## config.mk

```make
export PLATFORM = sky130hd
export DESIGN_NAME = cpu_alu_with_flags_unit
export DESIGN_NICKNAME = d
export VERILOG_FILES = /design/src/rtl/cawf_pkg.sv /design/src/rtl/cawf_alu.sv /design/src/rtl/cpu_alu_with_flags_unit.sv
export SDC_FILE = /design/constraint.sdc
export NUM_CORES = 1
export LEC_CHECK = 0
export BUFFER_PORTS_ARGS = -buffer_cell sky130_fd_sc_hd__buf_4
export CORE_AREA = 4 4 103 105
export DETAILED_ROUTE_END_ITERATION = 12
export DIE_AREA = 0 0 107 109
export GPL_TIMING_DRIVEN = 0
export PLACE_DENSITY_LB_ADDON = 0.25
export SYNTH_ARGS = -nofsm -noshare
export SYNTH_HDL_FRONTEND = slang
export SYNTH_SLANG_ARGS = --single-unit
```

## constraint.sdc

```tcl
create_clock -name clk -period 3.2 [get_ports clk]
set_input_delay 0.96 -clock clk [delete_from_list [all_inputs] [get_ports clk]]
set_output_delay 0.96 -clock clk [all_outputs]
set_load 0.02 [all_outputs]
```

## src/rtl/cawf_pkg.sv

```systemverilog
`timescale 1ns / 1ps

package cawf_pkg;

    // Operation codes carried in the action field.
    localparam logic [4:0] ACT_ADD  = 5'd0;
    localparam logic [4:0] ACT_ADC  = 5'd1;
    localparam logic [4:0] ACT_SUB  = 5'd2;
    localparam logic [4:0] ACT_AND  = 5'd3;
    localparam logic [4:0] ACT_OR   = 5'd4;
    localparam logic [4:0] ACT_XOR  = 5'd5;
    localparam logic [4:0] ACT_CP   = 5'd6;
    localparam logic [4:0] ACT_INC  = 5'd7;
    localparam logic [4:0] ACT_DEC  = 5'd8;
    localparam logic [4:0] ACT_SWAP = 5'd9;
    localparam logic [4:0] ACT_DAA  = 5'd10;
    localparam logic [4:0] ACT_CPL  = 5'd11;
    localparam logic [4:0] ACT_CCF  = 5'd12;
    localparam logic [4:0] ACT_SCF  = 5'd13;
    localparam logic [4:0] ACT_RLCA = 5'd14;
    localparam logic [4:0] ACT_RLA  = 5'd15;
    localparam logic [4:0] ACT_RRCA = 5'd16;
    localparam logic [4:0] ACT_RRA  = 5'd17;
    localparam logic [4:0] ACT_RLC  = 5'd18;
    localparam logic [4:0] ACT_RL   = 5'd19;
    localparam logic [4:0] ACT_RRC  = 5'd20;
    localparam logic [4:0] ACT_RR   = 5'd21;
    localparam logic [4:0] ACT_SLA  = 5'd22;
    localparam logic [4:0] ACT_SRA  = 5'd23;
    localparam logic [4:0] ACT_SRL  = 5'd24;
    localparam logic [4:0] ACT_BIT  = 5'd25;
    localparam logic [4:0] ACT_SET  = 5'd26;
    localparam logic [4:0] ACT_RES  = 5'd27;

    // Decimal adjust constants.
    localparam logic [7:0] DAA_LOW_ADJ  = 8'h06;
    localparam logic [7:0] DAA_HIGH_ADJ = 8'h60;
    localparam logic [7:0] DAA_HIGH_MAX = 8'h99;
    localparam logic [3:0] DAA_LOW_MAX  = 4'h9;
    localparam logic [3:0] NIBBLE_ALL   = 4'hF;

    // Flag register, Z in the top bit down to C in the bottom bit.
    typedef struct packed {
        logic z;
        logic n;
        logic h;
        logic c;
    } flags_t;

    typedef struct packed {
        logic [4:0] action;
        logic [7:0] operand;
        logic [2:0] bit_index;
    } req_t;

    typedef struct packed {
        logic [7:0] register_result;
        logic [7:0] accumulator_out;
        logic       flag_zero;
        logic       flag_subtract;
        logic       flag_half;
        logic       flag_carry;
    } rsp_t;

endpackage

```

## src/rtl/cawf_alu.sv

```systemverilog
`timescale 1ns / 1ps

module cawf_alu
    import cawf_pkg::*;
(
    input  req_t        req,
    input  logic [7:0]  acc,
    input  flags_t      flags,
    output logic [7:0]  reg_out,
    output logic [7:0]  acc_out,
    output flags_t      flags_out
);

    logic [7:0] v;
    logic [7:0] a;
    logic       cin;
    logic       add_cin;
    logic [8:0] sum9;
    logic [4:0] half5;
    logic [8:0] diff9;
    logic       half_borrow;
    logic [7:0] and_r;
    logic [7:0] or_r;
    logic [7:0] xor_r;
    logic [7:0] inc_r;
    logic [7:0] dec_r;
    logic [7:0] daa_hi;
    logic [7:0] daa_r;
    logic       daa_c;
    logic [7:0] bit_mask;

    assign v   = req.operand;
    assign a   = acc;
    assign cin = flags.c;

    // Adder and subtractor shared by add, adc, sub and cp.
    assign add_cin     = (req.action == ACT_ADC) ? cin : 1'b0;
    assign sum9        = {1'b0, a} + {1'b0, v} + {8'd0, add_cin};
    assign half5       = {1'b0, a[3:0]} + {1'b0, v[3:0]} + {4'd0, add_cin};
    assign diff9       = {1'b0, a} - {1'b0, v};
    assign half_borrow = (a[3:0] < v[3:0]);

    assign and_r = a & v;
    assign or_r  = a | v;
    assign xor_r = a ^ v;
    assign inc_r = v + 8'd1;
    assign dec_r = v - 8'd1;

    // Decimal adjust: after an add the correction depends on the digits too,
    // after a subtract only on the saved carry and half carry.
    always_comb
    begin
        daa_c  = cin;
        daa_hi = a;
        daa_r  = a;
        if (!flags.n)
        begin
            if (cin || (a > DAA_HIGH_MAX))
            begin
                daa_hi = a + DAA_HIGH_ADJ;
                daa_c  = 1'b1;
            end
            if (flags.h || (daa_hi[3:0] > DAA_LOW_MAX))
                daa_r = daa_hi + DAA_LOW_ADJ;
            else
                daa_r = daa_hi;
        end
        else
        begin
            if (cin)
                daa_hi = a - DAA_HIGH_ADJ;
            if (flags.h)
                daa_r = daa_hi - DAA_LOW_ADJ;
            else
                daa_r = daa_hi;
        end
    end

    assign bit_mask = 8'd1 << req.bit_index;

    // Operation select. Unused codes leave the state alone.
    always_comb
    begin
        reg_out   = 8'd0;
        acc_out   = a;
        flags_out = flags;
        unique case (req.action)
            ACT_ADD, ACT_ADC:
            begin
                acc_out   = sum9[7:0];
                flags_out = '{z: (sum9[7:0] == 8'd0), n: 1'b0, h: half5[4], c: sum9[8]};
            end
            ACT_SUB, ACT_CP:
            begin
                if (req.action == ACT_SUB)
                    acc_out = diff9[7:0];
                flags_out = '{z: (diff9[7:0] == 8'd0), n: 1'b1, h: half_borrow, c: diff9[8]};
            end
            ACT_AND:
            begin
                acc_out   = and_r;
                flags_out = '{z: (and_r == 8'd0), n: 1'b0, h: 1'b1, c: 1'b0};
            end
            ACT_OR:
            begin
                acc_out   = or_r;
                flags_out = '{z: (or_r == 8'd0), n: 1'b0, h: 1'b0, c: 1'b0};
            end
            ACT_XOR:
            begin
                acc_out   = xor_r;
                flags_out = '{z: (xor_r == 8'd0), n: 1'b0, h: 1'b0, c: 1'b0};
            end
            ACT_INC:
            begin
                reg_out   = inc_r;
                flags_out = '{z: (inc_r == 8'd0), n: 1'b0, h: (v[3:0] == NIBBLE_ALL), c: cin};
            end
            ACT_DEC:
            begin
                reg_out   = dec_r;
                flags_out = '{z: (dec_r == 8'd0), n: 1'b1, h: (v[3:0] == 4'd0), c: cin};
            end
            ACT_SWAP:
            begin
                reg_out   = {v[3:0], v[7:4]};
                flags_out = '{z: (v == 8'd0), n: 1'b0, h: 1'b0, c: 1'b0};
            end
            ACT_DAA:
            begin
                acc_out   = daa_r;
                flags_out = '{z: (daa_r == 8'd0), n: flags.n, h: 1'b0, c: daa_c};
            end
            ACT_CPL:
            begin
                acc_out   = ~a;
                flags_out = '{z: flags.z, n: 1'b1, h: 1'b1, c: cin};
            end
            ACT_CCF:
                flags_out = '{z: flags.z, n: 1'b0, h: 1'b0, c: ~cin};
            ACT_SCF:
                flags_out = '{z: flags.z, n: 1'b0, h: 1'b0, c: 1'b1};
            ACT_RLCA:
            begin
                acc_out   = {a[6:0], a[7]};
                flags_out = '{z: 1'b0, n: 1'b0, h: 1'b0, c: a[7]};
            end
            ACT_RLA:
            begin
                acc_out   = {a[6:0], cin};
                flags_out = '{z: 1'b0, n: 1'b0, h: 1'b0, c: a[7]};
            end
            ACT_RRCA:
            begin
                acc_out   = {a[0], a[7:1]};
                flags_out = '{z: 1'b0, n: 1'b0, h: 1'b0, c: a[0]};
            end
            ACT_RRA:
            begin
                acc_out   = {cin, a[7:1]};
                flags_out = '{z: 1'b0, n: 1'b0, h: 1'b0, c: a[0]};
            end
            ACT_RLC:
            begin
                reg_out   = {v[6:0], v[7]};
                flags_out = '{z: (v == 8'd0), n: 1'b0, h: 1'b0, c: v[7]};
            end
            ACT_RL:
            begin
                reg_out   = {v[6:0], cin};
                flags_out = '{z: ({v[6:0], cin} == 8'd0), n: 1'b0, h: 1'b0, c: v[7]};
            end
            ACT_RRC:
            begin
                reg_out   = {v[0], v[7:1]};
                flags_out = '{z: (v == 8'd0), n: 1'b0, h: 1'b0, c: v[0]};
            end
            ACT_RR:
            begin
                reg_out   = {cin, v[7:1]};
                flags_out = '{z: ({cin, v[7:1]} == 8'd0), n: 1'b0, h: 1'b0, c: v[0]};
            end
            ACT_SLA:
            begin
                reg_out   = {v[6:0], 1'b0};
                flags_out = '{z: (v[6:0] == 7'd0), n: 1'b0, h: 1'b0, c: v[7]};
            end
            ACT_SRA:
            begin
                reg_out   = {v[7], v[7:1]};
                flags_out = '{z: (v[7:1] == 7'd0), n: 1'b0, h: 1'b0, c: v[0]};
            end
            ACT_SRL:
            begin
                reg_out   = {1'b0, v[7:1]};
                flags_out = '{z: (v[7:1] == 7'd0), n: 1'b0, h: 1'b0, c: v[0]};
            end
            ACT_BIT:
                flags_out = '{z: ((v & bit_mask) == 8'd0), n: 1'b0, h: 1'b1, c: cin};
            ACT_SET:
                reg_out = v | bit_mask;
            ACT_RES:
                reg_out = v & ~bit_mask;
            default:
            begin
                reg_out   = 8'd0;
                acc_out   = a;
                flags_out = flags;
            end
        endcase
    end

endmodule

```

## src/rtl/cpu_alu_with_flags_unit.sv

```systemverilog
`timescale 1ns / 1ps

// Accumulator ALU with Z, N, H and C flags. One request is taken each cycle
// while request ready is high: the request is captured in an
// input register, and one pass through the ALU writes the response register
// together with the accumulator and flags, so the next request already sees
// the updated state. Sustained rate is one request per cycle while responses
// are taken; when the response side stalls, the input register holds one more
// request before request ready drops. Reset clears the accumulator and flags.
module cpu_alu_with_flags_unit
    import cawf_pkg::*;
(
    input  logic clk,
    input  logic rst_n,
    input  logic req_valid,
    output logic req_ready,
    input  req_t req_data,
    output logic rsp_valid,
    input  logic rsp_ready,
    output rsp_t rsp_data
);

    logic       in_valid_reg;
    req_t       in_req_reg;
    logic       rsp_valid_reg;
    rsp_t       rsp_reg;
    logic [7:0] acc_reg;
    flags_t     flags_reg;

    logic       advance;
    logic [7:0] reg_next;
    logic [7:0] acc_next;
    flags_t     flags_next;

    // The input register moves on when the response register is free.
    assign advance   = in_valid_reg && (!rsp_valid_reg || rsp_ready);
    assign req_ready = !in_valid_reg || advance;

    cawf_alu u_alu (
        .req       (in_req_reg),
        .acc       (acc_reg),
        .flags     (flags_reg),
        .reg_out   (reg_next),
        .acc_out   (acc_next),
        .flags_out (flags_next)
    );

    // Input register.
    always_ff @(posedge clk or negedge rst_n)
    begin
        if (!rst_n)
            in_valid_reg <= 1'b0;
        else if (req_ready)
            in_valid_reg <= req_valid;
    end

    always_ff @(posedge clk)
    begin
        if (req_ready && req_valid)
            in_req_reg <= req_data;
    end

    // Architectural state and response valid.
    always_ff @(posedge clk or negedge rst_n)
    begin
        if (!rst_n)
        begin
            acc_reg       <= 8'd0;
            flags_reg     <= '0;
            rsp_valid_reg <= 1'b0;
        end
        else
        begin
            if (advance)
            begin
                acc_reg   <= acc_next;
                flags_reg <= flags_next;
            end
            if (advance)
                rsp_valid_reg <= 1'b1;
            else if (rsp_ready)
                rsp_valid_reg <= 1'b0;
        end
    end

    // Response payload.
    always_ff @(posedge clk)
    begin
        if (advance)
        begin
            rsp_reg.register_result <= reg_next;
            rsp_reg.accumulator_out <= acc_next;
            rsp_reg.flag_zero       <= flags_next.z;
            rsp_reg.flag_subtract   <= flags_next.n;
            rsp_reg.flag_half       <= flags_next.h;
            rsp_reg.flag_carry      <= flags_next.c;
        end
    end

    assign rsp_valid = rsp_valid_reg;
    assign rsp_data  = rsp_reg;

endmodule
```

* After elaboration in Yosys (flattened, before gate mapping)
Cells that the tools add are included.
** Word-level totals
- Register bits :: 50
- Logic and storage cells :: 114
- Latch bits :: 0
- Memory bits (writable) :: 0
- Output and inout bits :: 22
- Bits in read-only memories :: 0
- Memories kept :: 0
** Cells by class
- Equal/unequal tests :: 28
- Reductions and logical operators :: 30
- Multiply operators :: 0
- Add/sub/neg operators :: 11
- Multiplexer cells :: 16
- Bitwise operators :: 9
- Divide/modulo/power cells :: 0
- $lt $le $gt $ge :: 3
- Shift operators :: 1
** Operator list (count)
- 8-bit logical NOT :: 12
- 8-bit case mux with 12 select lines :: 1
- 8-bit case mux with 11 select lines :: 1
- 4-bit case mux with 21 select lines :: 1
- 8-bit 2-to-1 mux :: 8
- 5-bit equality test, second input constant :: 12
- 5-bit by 4-bit equality test with 1-bit output, second input constant :: 8
- 8-bit AND :: 3
- 5-bit by 3-bit equality test with 1-bit output, second input constant :: 4
- 8-bit inverter :: 2
- 8-bit OR :: 2
- 7-bit logical NOT :: 2
- 5-bit by 2-bit equality test with 1-bit output, second input constant :: 2
- 2-bit OR reduction :: 5
- 8-bit by 8-bit adder with 9-bit output :: 1
- 9-bit by 1-bit adder with 9-bit output :: 1
- 8-bit by 8-bit subtractor with 9-bit output :: 1
- 8-bit by 1-bit adder with 8-bit output, second input constant :: 1
- 8-bit by 3-bit adder with 8-bit output, second input constant :: 1
- 8-bit by 7-bit adder with 8-bit output, second input constant :: 1
- 8-bit > comparator, second input constant :: 1
- 1-bit by 3-bit << shifter with 8-bit output, first input constant :: 1
- 8-bit by 1-bit subtractor with 8-bit output, second input constant :: 1
- 8-bit by 3-bit subtractor with 8-bit output, second input constant :: 1
- other kinds (16) :: 25

* Depth between registers and ports, before layout
Gate-level depths: netlist of the first run.
- Depth after elaboration :: 10
- Mapped depth :: 14
- Depth with buffers taken out :: 12

* By module
Synthesis of the first run repeated with hierarchy kept, for this count alone.
** Unflattened totals
- Cells, all modules :: 612
- Area total of the unflattened synthesis :: 5170.0 um^2
** Modules (own cells, without submodules)
- cawf_alu :: cells an instance 542, area an instance 3493.4 um^2, instances 1, sequential area each 0.0 um^2
- cpu_alu_with_flags_unit :: cells an instance 70, area an instance 1676.6 um^2, instances 1, sequential area each 1431.4 um^2

* Worst setup path before layout of the first run
No wires, ideal clock.
- Path type :: flip-flop to flip-flop
- Start point :: register in_req_reg[12] (netlist bit)
- End point :: register rsp_reg (netlist bit rsp_data[3]) (data pin)
- Stages on the path, launching flop included :: 15
- Required time :: 2.937 ns
- Arrival time :: 3.135 ns
- Path buffers :: 2
- Library setup time :: 0.263 ns
- Setup slack :: -0.199 ns
- Path through :: edfxtp_1 -> buf_6 -> buf_2 -> or4_1 -> nor2_1 -> fa_1 -> inv_1 -> fa_1 -> nand2b_1 -> a211oi_1 -> nor4_1 -> nor3_1 -> nor4_1 -> a311oi_2 -> nand2_1
** RTL lines
- start: declaration :: line cpu_alu_with_flags_unit.sv:24 : req_t in_req_reg;
- start signal: assignment :: line cpu_alu_with_flags_unit.sv:60 : in_req_reg <= req_data;
- end: declaration :: line cpu_alu_with_flags_unit.sv:26 : rsp_t rsp_reg;

==> results by group, run 1 <==
Power
  – Peak supply drop: 0.432 mV
  – Total power draw: 4.13 mW
  – Internal power: 2.09 mW
  – Psw: 2.04 mW
  – Combinational Power Share: 66.5%
  – Leak Pwr: between 2 and 2.5 nW
  – Switching share of total power: 49.5%
  – Pwr/cell area: 652 nW/um^2
  – Clock power share: 9.5%
  – Sequential power share: approximately a quarter

Critical path
  – CP peak stage delay: 0.51 ns
  – Setup CP Type: register to register
  – CP arrival: between 3 and 4 ns
  – Reg2Reg Launch Point: acc_reg[6]
  – R2r worst-path depth: 9
  – Reg-to-Reg End: rsp_data[3]
  – Worst path cell trace: clkbuf_4, inv_1, ha_2, nor4_1, a311o_1, or4_1, a211o_1, a311oi_4, nand2_1
  – CP Data Required Time: 3.26 ns
  – CP max-delay cell: dfrtp_2
  – Worst reg-to-reg setup slack: -0.20 ns
  – CP delay by family, top: compound AO/OA/AOI/OAI gates
  – Setup crit start kind: register
  – Crit. path cell count: 9
  – CP Launch Point: acc_reg[6]
  – CP Capture Type: register
  – CP Buf/Inv Count: 2
  – Max FO, Critical Path: 10
  – Crit path to: rsp_data[3]

Clock network
  – Clk buf depth: 2
  – Root Buffer: clkbuf_8
  – Worst skew pair latency: between 0.3 and 0.4 ns
  – Post-cts hold buffer count: 0
  – CTS tree: yes
  – Clock Pin Slew Worst Setup and Hold Paths: 0.11 ns
  – Num CTS Buffers: 5
  – Clk sink count: 50
  – H-Tree Depth: 2

Synthesis
  – Syn avg cell area: 8.41 sq um
  – Post-synthesis sequential area ratio: 27.1%
  – Net count after synthesis: 685
  – Most frequent cell after synthesis: nor2_1
  – Yosys top cell area share: 20.4%
  – Fraction of synthesized area in multiplexers: 3.88%
  – Post-synthesis xor/xnor area fraction: between 3 and 4%
  – Synth Instances: 629
  – Top cells by count, synth: nor2_1 (49), nand2_1 (39), o21ai_0 (37)
  – Synth Flop Type: edfxtp_1
  – Async S/R FF share, synth: 28.0%
  – Compound-cell area share of the yosys netlist: between 20% and 30%
  – Synth Register Bits: 50
  – Post-synthesis adder-cell area fraction: 9.13%
  – Cell Area, Synth: about 5300 sq um
  – EDFF count, synth: 36
  – Synth cell types: 79
  – Ys Warns: 0
  – Largest family of logic cells by synthesized area: compound AO/OA/AOI/OAI gates
  – Top post-synthesis cells by area: edfxtp_1 (20%), ha_1 (7.8%), dfrtp_1 (6.6%), o21ai_0 (3.5%), nor2_1 (3.5%)
  – Cell taking the most area after synthesis: edfxtp_1
  – Post-Synth Simple-Gate Area: 21.9%

Finish
  – Reg area: 1440 sq um
  – Fillers: 857
  – # nets final: 762
  – Area grow syn2layout: 19.8%
  – Max reg flops: 20
  – Multi-input logic area: around 3600 sq um
  – Final Non-Filler Cells: 840
  – Design area: 6340 sq um
  – N_diodes: 0
  – Share of layout cells above drive strength 1: 23.8%

Status
  – Status: finished, violations left
  – Failing checks: setup timing

Floorplan
  – Core Rows: 36
  – Die width: 107 um
  – Die ar.: 11700 sq um
  – Die Ht: roughly 110 um
  – CORE AREA: about 9600 sq um
  – Initial core utilization: 54.9%
  – IO Pins: 42

Timing
  – Fmax: ~290 MHz
  – Setup-failing EPs final: 5
  – Setup WS post-layout: -0.199 ns
  – RSZ-0062 raised after global routing: true
  – Worst slew pin tran: 1.06 ns
  – Tmin final: around 3.4 ns
  – Final hold vios: 0
  – Skew final: ~0.015 ns
  – WHS: 0.469 ns
  – Fin crit share: 106%
  – Relative slew slack: 28.5%
  – Slew Viols, Final: 0

Placement
  – Port Buffers: 41
  – Placed Area: around 5800 sq um
  – Gpl congestion: 1.04
  – DP Worst Slack: -0.714 ns
  – Hpwl dp: 14700 um
  – Placed cell count: about 800

Global routing
  – GRT overflow: 0
  – Initial antenna violation count: 0
  – Vias in the first global route: 5331
  – Total GRT Usage: 33.1%
  – First-pass GRT wire length: between 20000 and 30000 um
  – Largest net degree at the start of global routing: 19

Detailed routing
  – Via count: 5892
  – DR iter-0 viols: between 900 and 1000
  – Residual DRC: 0
  – WL final: between 15000 and 20000 um
  – Post-DRT Antenna Nets: 0
  – Pre-antenna DRT Iters: 8
  – Vias per inst: 7.01
  – Routed WL per cell: 23.5 um

Run
  – MaxCap Viol Count: 0

Hold path
  – Hold Path Class: primary input to asynchronous set/reset pin
power by group through the flow:
stage / clock network (mW) / registers (mW) / logic (mW)
finish: 0.391 / 0.995 / 2.75
global route: 0.425 / 1.00 / 2.91
CTS: 0.393 / 1.01 / 2.38
detailed placement: 0 / 1.01 / 2.28
global placement: 0 / 1.00 / 2.22
floorplan: 0 / 0.990 / 1.58
kinds of logic after synthesis:
family                   after synthesis
adder cells (fa/ha/maj)               37
flip-flops                            50
buffers and inverters                 85
multiplexers                          18
AO/OA/AOI/OAI                        203
XOR/XNOR                              23
AND/OR/NAND/NOR                      213
area by class of cell:
cell class                      instances  share of cell area (%)
Clock buffer                            5                    1.09
Multi-Input combinational cell        494                    57.5
Timing Repair Buffer                   77                    9.35
Sequential cell                        50                    22.7
Inverter                               34                    2.25
Clock inverter                          3                   0.316
Buffer                                 44                    4.22
Tap cell                              133                    2.62
timing repair:
action	in CTS	in global routing
buffers inserted	11	25
gates resized for setup	30	33
pin swaps	8	13
endpoints found under the setup margin	17	11
how the worst min path moves through the flow:
| stage | start | to | slack, ns |
|---|---|---|---|
| floorplan | in_valid_reg | rsp_valid | 0.46 |
| global route | rst_n | flags_reg[0] | 0.48 |
| finish | rst_n | flags_reg[0] | 0.47 |
| global placement | in_valid_reg | rsp_valid | 0.47 |
| CTS | rst_n | flags_reg[0] | 0.48 |
| detailed placement | in_valid_reg | rsp_valid | 0.48 |
routing by layer:
metal,global-route usage (%),vias to the layer above,routed length [um]
met5,0,-,0
met4,9.95,0,609
met3,4.97,67,2510
met2,52.2,473,8880
met1,47.3,2798,7770
li1,-,2554,-
layout by cell type (no fill, tap or decap), types with 15 or more instances in the layout:
cell type | synthesis | routed
clkbuf_1 | 24 | 15
ha_1 | 33 | 30
inv_1 | 34 | 29
a21oi_1 | 36 | 34
nor3_1 | 16 | 15
o21ai_0 | 37 | 35
edfxtp_1 | 36 | 36
nor2_1 | 49 | 47
buf_4 | 5 | 79
nand2_1 | 39 | 38
xnor2_1 | 18 | 17
nand3_1 | 16 | 16
metrics by stage:
| step | TNS, ns | util, % |
|---|---|---|
| 2_1_floorplan | 0 | - |
| 3_3_place_gp | -4.10 | 60.1 |
| 3_5_place_dp | -4.79 | 60.2 |
| 4_1_cts | -0.437 | 62.6 |
| 5_1_grt | -0.954 | 65.8 |
| 6_report | -0.449 | 65.8 |
Power figures use the tool's default switching activity.
==> run 2: changes to the inputs <==
--- a/config.mk
+++ b/config.mk
@@ -6,9 +6,9 @@
 export NUM_CORES = 1
 export LEC_CHECK = 0
 export BUFFER_PORTS_ARGS = -buffer_cell sky130_fd_sc_hd__buf_4
-export CORE_AREA = 4 4 103 105
+export CORE_AREA = 4 4 104 106
 export DETAILED_ROUTE_END_ITERATION = 12
-export DIE_AREA = 0 0 107 109
+export DIE_AREA = 0 0 108 110
 export GPL_TIMING_DRIVEN = 0
 export PLACE_DENSITY_LB_ADDON = 0.25
 export SYNTH_ARGS = -nofsm -noshare
==> run 2 against run 1 <==
The run still ends with setup timing left. Clock-buffer cell count rose by 3. Combinational power decreased by 3%. Clock power increased by 17%. Core utilization decreased by 1.6 points. First-iteration DRC count down 5.2%. Global-route usage rose by 0.34 points. Clock skew shrank 0.0049 ns. Final cell count down 1.1%. Via count is 2.6% lower. Sequential share of layout area increased by 0.24 points. Die area increased by 1.9%. Register-to-register slack improved by 0.02 ns. Largest power group unchanged.
==> results by group, run 2 (same netlist as run 1, synthesis figures left out) <==
Status
  – Status: finished, violations left
  – Failing checks: setup timing

Placement
  – Gpl congestion: 1.05 (+0.60%)
  – Port Buffers: 41 (unchanged)
  – Hpwl dp: 14600 um (-1.1%)

Detailed routing
  – DR iter-0 viols: 889 (-5.2%)
  – Residual DRC: 0 (unchanged)
  – Post-DRT Antenna Nets: 0 (unchanged)
  – WL final: 19700 um (-0.32%)
  – Routed WL per cell: 23.7 um (+0.76%)
  – Vias per inst: 6.91 (-1.5%)
  – Via count: 5740 (-2.6%)
  – Pre-antenna DRT Iters: 7 (-1)

Critical path
  – R2r worst-path depth: 10 (+1)
  – Max FO, Critical Path: 10 (unchanged)
  – CP peak stage delay: 0.49 ns (-0.02 ns)
  – Reg2Reg Launch Point: in_req_reg[3]
  – CP Capture Type: register
  – Reg-to-Reg End: rsp_data[3]
  – Worst reg-to-reg setup slack: -0.18 ns (+0.02 ns)
  – CP Buf/Inv Count: 2 (unchanged)
  – CP delay by family, top: compound AO/OA/AOI/OAI gates
  – CP Data Required Time: 3.26 ns (about the same)
  – CP arrival: 3.45 ns (about the same)
  – Setup CP Type: register to register
  – CP max-delay cell: edfxtp_1
  – Critical Path Most Common Cell: and4_1
  – Setup crit start kind: register
  – Worst path cell trace: clkbuf_4, inv_1, ha_1, and4_1, and4_1, a311o_1, or4_1, a211o_1, a311oi_2, nand2_1

Timing
  – Setup-failing EPs final: 4 (-1)
  – Slew Viols, Final: 0 (unchanged)
  – Worst slew pin tran: 1.17 ns (+0.108 ns)
  – Relative slew slack: 21.4% (-7.2 points)
  – WHS: 0.485 ns (+0.0155 ns)
  – Fin crit share: 106% (-0.52 points)
  – Skew final: 0.00962 ns (-0.00490 ns)
  – RSZ-0062 raised after global routing: true
  – Setup WS post-layout: -0.183 ns (+0.0165 ns)
  – Fmax: 296 MHz (+0.49%)
  – Tmin final: 3.38 ns (-0.0165 ns)
  – Final hold vios: 0 (unchanged)

Floorplan
  – Initial core utilization: 54.1% (-0.76 points)
  – Die width: 108 um (+0.93%)
  – Die ar.: 11900 sq um (+1.9%)
  – Core Rows: 36 (unchanged)
  – IO Pins: 42 (unchanged)
  – CORE AREA: 9770 sq um (+1.4%)
  – Die Ht: 110 um (+0.92%)

Finish
  – Area grow syn2layout: 18.6%
  – Most common cell after layout, fill and taps aside: buf_4
  – Commonest non-fill, non-tap cells in the layout: buf_4 (72), nor2_1 (46), nand2_1 (37), o21ai_0 (36), edfxtp_1 (36)
  – N_diodes: 0 (unchanged)
  – Max reg flops: 20 (unchanged)
  – # nets final: 753 (-1.2%)
  – Share of layout cells above drive strength 1: 23.1% (-0.70 points)

Clock network
  – Clk buf depth: 2 (unchanged)
  – Clock Pin Slew Worst Setup and Hold Paths: 0.10 ns (about the same)
  – Num CTS Buffers: 5 (unchanged)
  – CTS tree: yes
  – Worst skew pair latency: 0.32 ns (about the same)
  – Root Buffer: clkbuf_8
  – Clk sink count: 50 (unchanged)
  – H-Tree Depth: 2 (unchanged)

Power
  – Pwr/cell area: 660 nW/um^2 (+1.2%)
  – Peak supply drop: 0.553 mV (+28%)
  – Leak Pwr: 2.47 nW (-0.71%)
  – Total power draw: 4.14 mW (+0.15%)

Global routing
  – Total GRT Usage: 33.5% (+0.34 points)
  – Initial antenna violation count: 0 (unchanged)
  – Vias in the first global route: 5401 (+1.3%)
  – GRT overflow: 0 (unchanged)
  – Largest net degree at the start of global routing: 19 (unchanged)
  – First-pass GRT wire length: 30400 um (+1.8%)

Hold path
  – Hold Path Class: primary input to asynchronous set/reset pin

Run
  – MaxCap Viol Count: 0 (unchanged)
-- run 2: cell types whose count changed in the layout (fill, tap and decap cells not counted), sizes merged --
| cell | delta |
|---|---|
| buf | -9 |
| clkbuf | +3 |
| clkinv | -1 |
| clkinvlp | -3 |
| inv | +1 |
-- run 2: how the worst max path moves through the flow --
stage | start | end | slack, ns | cells past startpoint
after CTS | in_req_reg[13] | rsp_data[10] | -0.21 | 13
after floorplan | in_req_reg[12] | flags_reg[3] | 0.006 | 14
after global routing | in_req_reg[14] | rsp_data[10] | -0.25 | 13
final | in_req_reg[3] | rsp_data[3] | -0.18 | 10
after global placement | acc_reg[1] | rsp_data[3] | -0.66 | 10
after detailed placement | acc_reg[6] | rsp_data[3] | -0.65 | 10
-- run 2: metal layers --
metal | part of all wire (%) | up-vias | global-route usage (%)
met4 | 3.5 | 0 | 12.4
met3 | 12 | 68 | 5.94
met5 | 0 | - | 0
met2 | 43 | 418 | 51.6
met1 | 41 | 2723 | 47.3
li1 | - | 2531 | -
-- run 2: power by group --
group          leakage (nW)  internal (mW)  switching (mW)
registers             0.512          0.839           0.176
logic                  1.91           1.06            1.60
clock network        0.0566          0.224           0.233
-- run 2: cell type report --
| cell class | count | area (sq um) |
|---|---|---|
| clock buffers | 8 | 111 |
| flip-flops and latches | 50 | 1440 |
| fillers | 871 | 3500 |
| repair buffers | 68 | 518 |
| well taps | 133 | 166 |
| inverters | 34 | 135 |
| plain buffers | 44 | 262 |
| multi-input cells | 494 | 3640 |
-- run 2: timing repair --
action	CTS	global route
buffers inserted	10	16
gates resized for setup	25	36
setup endpoints to repair	16	13
hold buffers	0	0
gates cloned	0	0
pin swaps	9	13
-- run 2: through the flow --
stage / area (sq um) / setup slack [ns] / util [%] / TNS [ns] / std cells
global route: 6270 / -0.253 / 64.2 / -0.906 / 831
CTS: 6050 / -0.214 / 61.9 / -0.763 / 816
finish: 6270 / -0.183 / 64.2 / -0.446 / 831
detailed placement: 5800 / -0.647 / 59.4 / -4.05 / 804
global placement: 5790 / -0.656 / 59.2 / -3.77 / 803
floorplan: 5320 / 0.00572 / - / 0 / 629
